## src/rtl/core/kcs_mul32.sv

```systemverilog
// kcs_mul32: registered 32x32 unsigned multiplier shared by the factor, square and H phases.
// No dependencies.
module kcs_mul32 (
  input  logic        clk,
  input  logic [31:0] a,
  input  logic [31:0] b,
  output logic [63:0] prod
);

  always_ff @(posedge clk) begin
    prod <= 64'(a) * 64'(b);
  end

endmodule
```

## config.mk

```make
export PLATFORM = sky130hd
export DESIGN_NAME = kcs_mul32
export DESIGN_NICKNAME = d
export VERILOG_FILES = /design/src/rtl/core/kcs_mul32.sv
export SDC_FILE = /design/constraint.sdc
export NUM_CORES = 2
export LEC_CHECK = 0
export BUFFER_PORTS_ARGS = -buffer_cell sky130_fd_sc_hd__buf_4
export CELL_PAD_IN_SITES_DETAIL_PLACEMENT = 1
export CELL_PAD_IN_SITES_GLOBAL_PLACEMENT = 2
export CORE_MARGIN = 3
export CORE_UTILIZATION = 42
export DETAILED_ROUTE_END_ITERATION = 8
export PLACE_DENSITY_LB_ADDON = 0.3
export SYNTH_ARGS = -nofsm -noshare
export SYNTH_HDL_FRONTEND = slang
export SYNTH_SLANG_ARGS = --single-unit
```

## constraint.sdc

```tcl
create_clock -name clk -period 11.45 [get_ports clk]
set_clock_uncertainty 0.2 [all_clocks]
set_input_delay 2.29 -clock clk [delete_from_list [all_inputs] [get_ports clk]]
set_output_delay 2.29 -clock clk [all_outputs]
set_load 0.03 [all_outputs]
```

==> run metrics <==
status complete, no violations; antenna violations before repair 1; Die ar. between 0.08 and 0.09 mm2; critical path's largest stage delay between 500 and 600 ps; First-pass DRT Iterations 4; min-delay worst type input pin to flip-flop; clock tree root driver cell clkbuf_16; crit path max fanout 32; Mapped Area between 0.03 and 0.04 mm2; routed len/inst 21.7 um; gr ovfl total 0; final instance area around 0.036 mm2; fin crit share 0.866; Synth cell types 57; WHS Endpoint prod[0]; fill count around 9,400; post-synth top area share 0.517; Max H-tree Level 3; DR iter-0 viols 803; Post-CTS Hold Buffers 0; DRC Markers 0; I/O pin cnt roughly 130; via count of the first global-routing pass 28,700; FF/Latch Area roughly 0.0013 mm2; CTS Buf Count 9; setup tns final 0 ps; Hold Vio Cnt, Final 0; CP Launch Type input pin; Clock transition at path regs ~60 ps; max frequency a little over 0.1 GHz; unrepaired setup endpoints after global routing false; Max Root-Sink Buffers 2; critical path required time 11,510 ps; Syn Area/Cell 9.25 um2; Overall Global Routing Usage 0.250; port bufs around 130; fin crit period 9920 ps; Largest register FFs between 60 and 70; vias after detailed routing ~24,000; Syn-to-layout area delta 5.08%; #FFs+latches synth 64; first-pass GRT wire length about 170,000 um; largest net degree at the start of global routing 33; Worst-Margin Slew 732 ps; critical path depth 24; Largest regs prod: 64 flops; Yosys top cell by area fa_1; fraction of registers with async set/reset 0; area of the core between 0.08 and 0.09 mm2; Clock Sinks 64; max_cap viols 0; vias per cell just over 5; fin. max-slew vios 0; Arr. time, crit path around 10000 ps; WS Path Type input pin to flip-flop; CP Buf/Inv Count 6; Std-Cell Rows between 100 and 150; initial core utilization 0.427; Setup violations, final 0; cell breakdown of the critical path buf_4, nand2_1, fa_1, inv_1, fa_1, inv_1, fa_1, inv_1, fa_1, fa_1, fa_1, fa_1, inv_1, fa_1, inv_1, ha_1, nand4_1, or4_1, or3_1, a31oi_1, a31o_2, a211oi_1, o21ai_1, xor2_1; EDFF count, synth 0; min-delay src b[0]; commonest non-fill, non-tap cells in the layout fa_1, inv_1, and2_1; CTS tree yes; sequential-to-total area share from yosys stat 0.0369; max_slew headroom 0.509; commonest non-fill, non-tap cell in the layout fa_1; final net count around 4,900; CP dominant cell by count fa_1; dpl hpwl between 80,000 and 90,000 um; Placed Area around 0.036 mm2; critical path's slowest cell fa_1; Post-CTS Repair Setup Buffers 0; Most flops, register prod; share of layout cells above drive strength 1 0.0438; final wirelength roughly 100,000 um; Post-Synthesis Cells 3,748; worst hold path cell count 2; area of the multi-input gates approximately 0.03 mm2; post-route antenna net violation count 0; CTS resizes 0; synth top area cells fa_1, and2_1, ha_1; syn nets between 4,000 and 5,000; Setup crit end kind flip-flop; die span in y 293 um; kind of cell adding the most delay to the critical path adder cells; die width slightly below 300 um; Ys Warns 0; Final GP Congestion between 0.8 and 0.9; Top FF cell, synth dfxtp_1
cell families (layout without fill, tap and decap cells):
| family | after synthesis | in the layout | synth area share |
|---|---|---|---|
| AND/OR/NAND/NOR | 1177 | 1177 | 0.176 |
| flip-flops | 64 | 64 | 0.0369 |
| other | 0 | 1 | 0 |
| adder cells (fa/ha/maj) | 1159 | 1159 | 0.612 |
| AO/OA/AOI/OAI | 202 | 202 | 0.0415 |
| buffers and inverters | 1085 | 1009 | 0.118 |
| XOR/XNOR | 60 | 60 | 0.0152 |
| multiplexers | 1 | 1 | 0.000289 |
Yosys cell counts (4+ instances only):
master / instances
a21o_1: 40
a21oi_1: 63
a221o_1: 4
a31oi_1: 12
and2_1: 602
and3_1: 14
buf_2: 6
clkbuf_1: 213
dfxtp_1: 64
fa_1: 896
ha_1: 263
inv_1: 865
nand2_1: 480
nand3_1: 10
nand4_1: 23
nor2_1: 20
nor3_1: 7
o21a_1: 9
o21ai_0: 21
o21ai_1: 5
o21bai_1: 10
xnor2_1: 35
xor2_1: 25
cell type report:
type	instances	area share
Antenna cell	1	0.0000687
Clock buffer	9	0.00618
Clock inverter	7	0.00216
Inverter	865	0.0891
Multi-Input combinational cell	2599	0.805
Sequential cell	64	0.0352
Tap cell	1060	0.0364
Timing Repair Buffer	128	0.0264
metrics by stage:
stage               setup WS (ps)  cells   util  hold WS (ps)
floorplan                    2210   3748      -          2220
global placement             1320   4716  0.445          2520
detailed placement           1210   4716  0.445          2520
CTS                          1560   4732  0.449          2270
global route                 1190   4732  0.449          2290
finish                       1530   4733  0.449          2260
worst max-delay path by stage:
stage | to | from | slack, ps
floorplan | prod[62] | a[25] | 2210
global placement | prod[62] | a[10] | 1320
detailed placement | prod[62] | b[8] | 1210
CTS | prod[62] | b[8] | 1560
global route | prod[62] | b[8] | 1190
finish | prod[62] | b[8] | 1530
metal layers:
layer  global-route usage  wire length (um)  up-vias
met5                    0                 0        -
li1                     -                 -    10700
met4               0.0747              3560        0
met1                0.293             39900    13100
met3               0.0170              1960      139
met2                0.485             57300      355
Power is left out: the tool's default activity adds up to more than one toggle a clock period on the data nets, which glitch-free logic cannot reach.
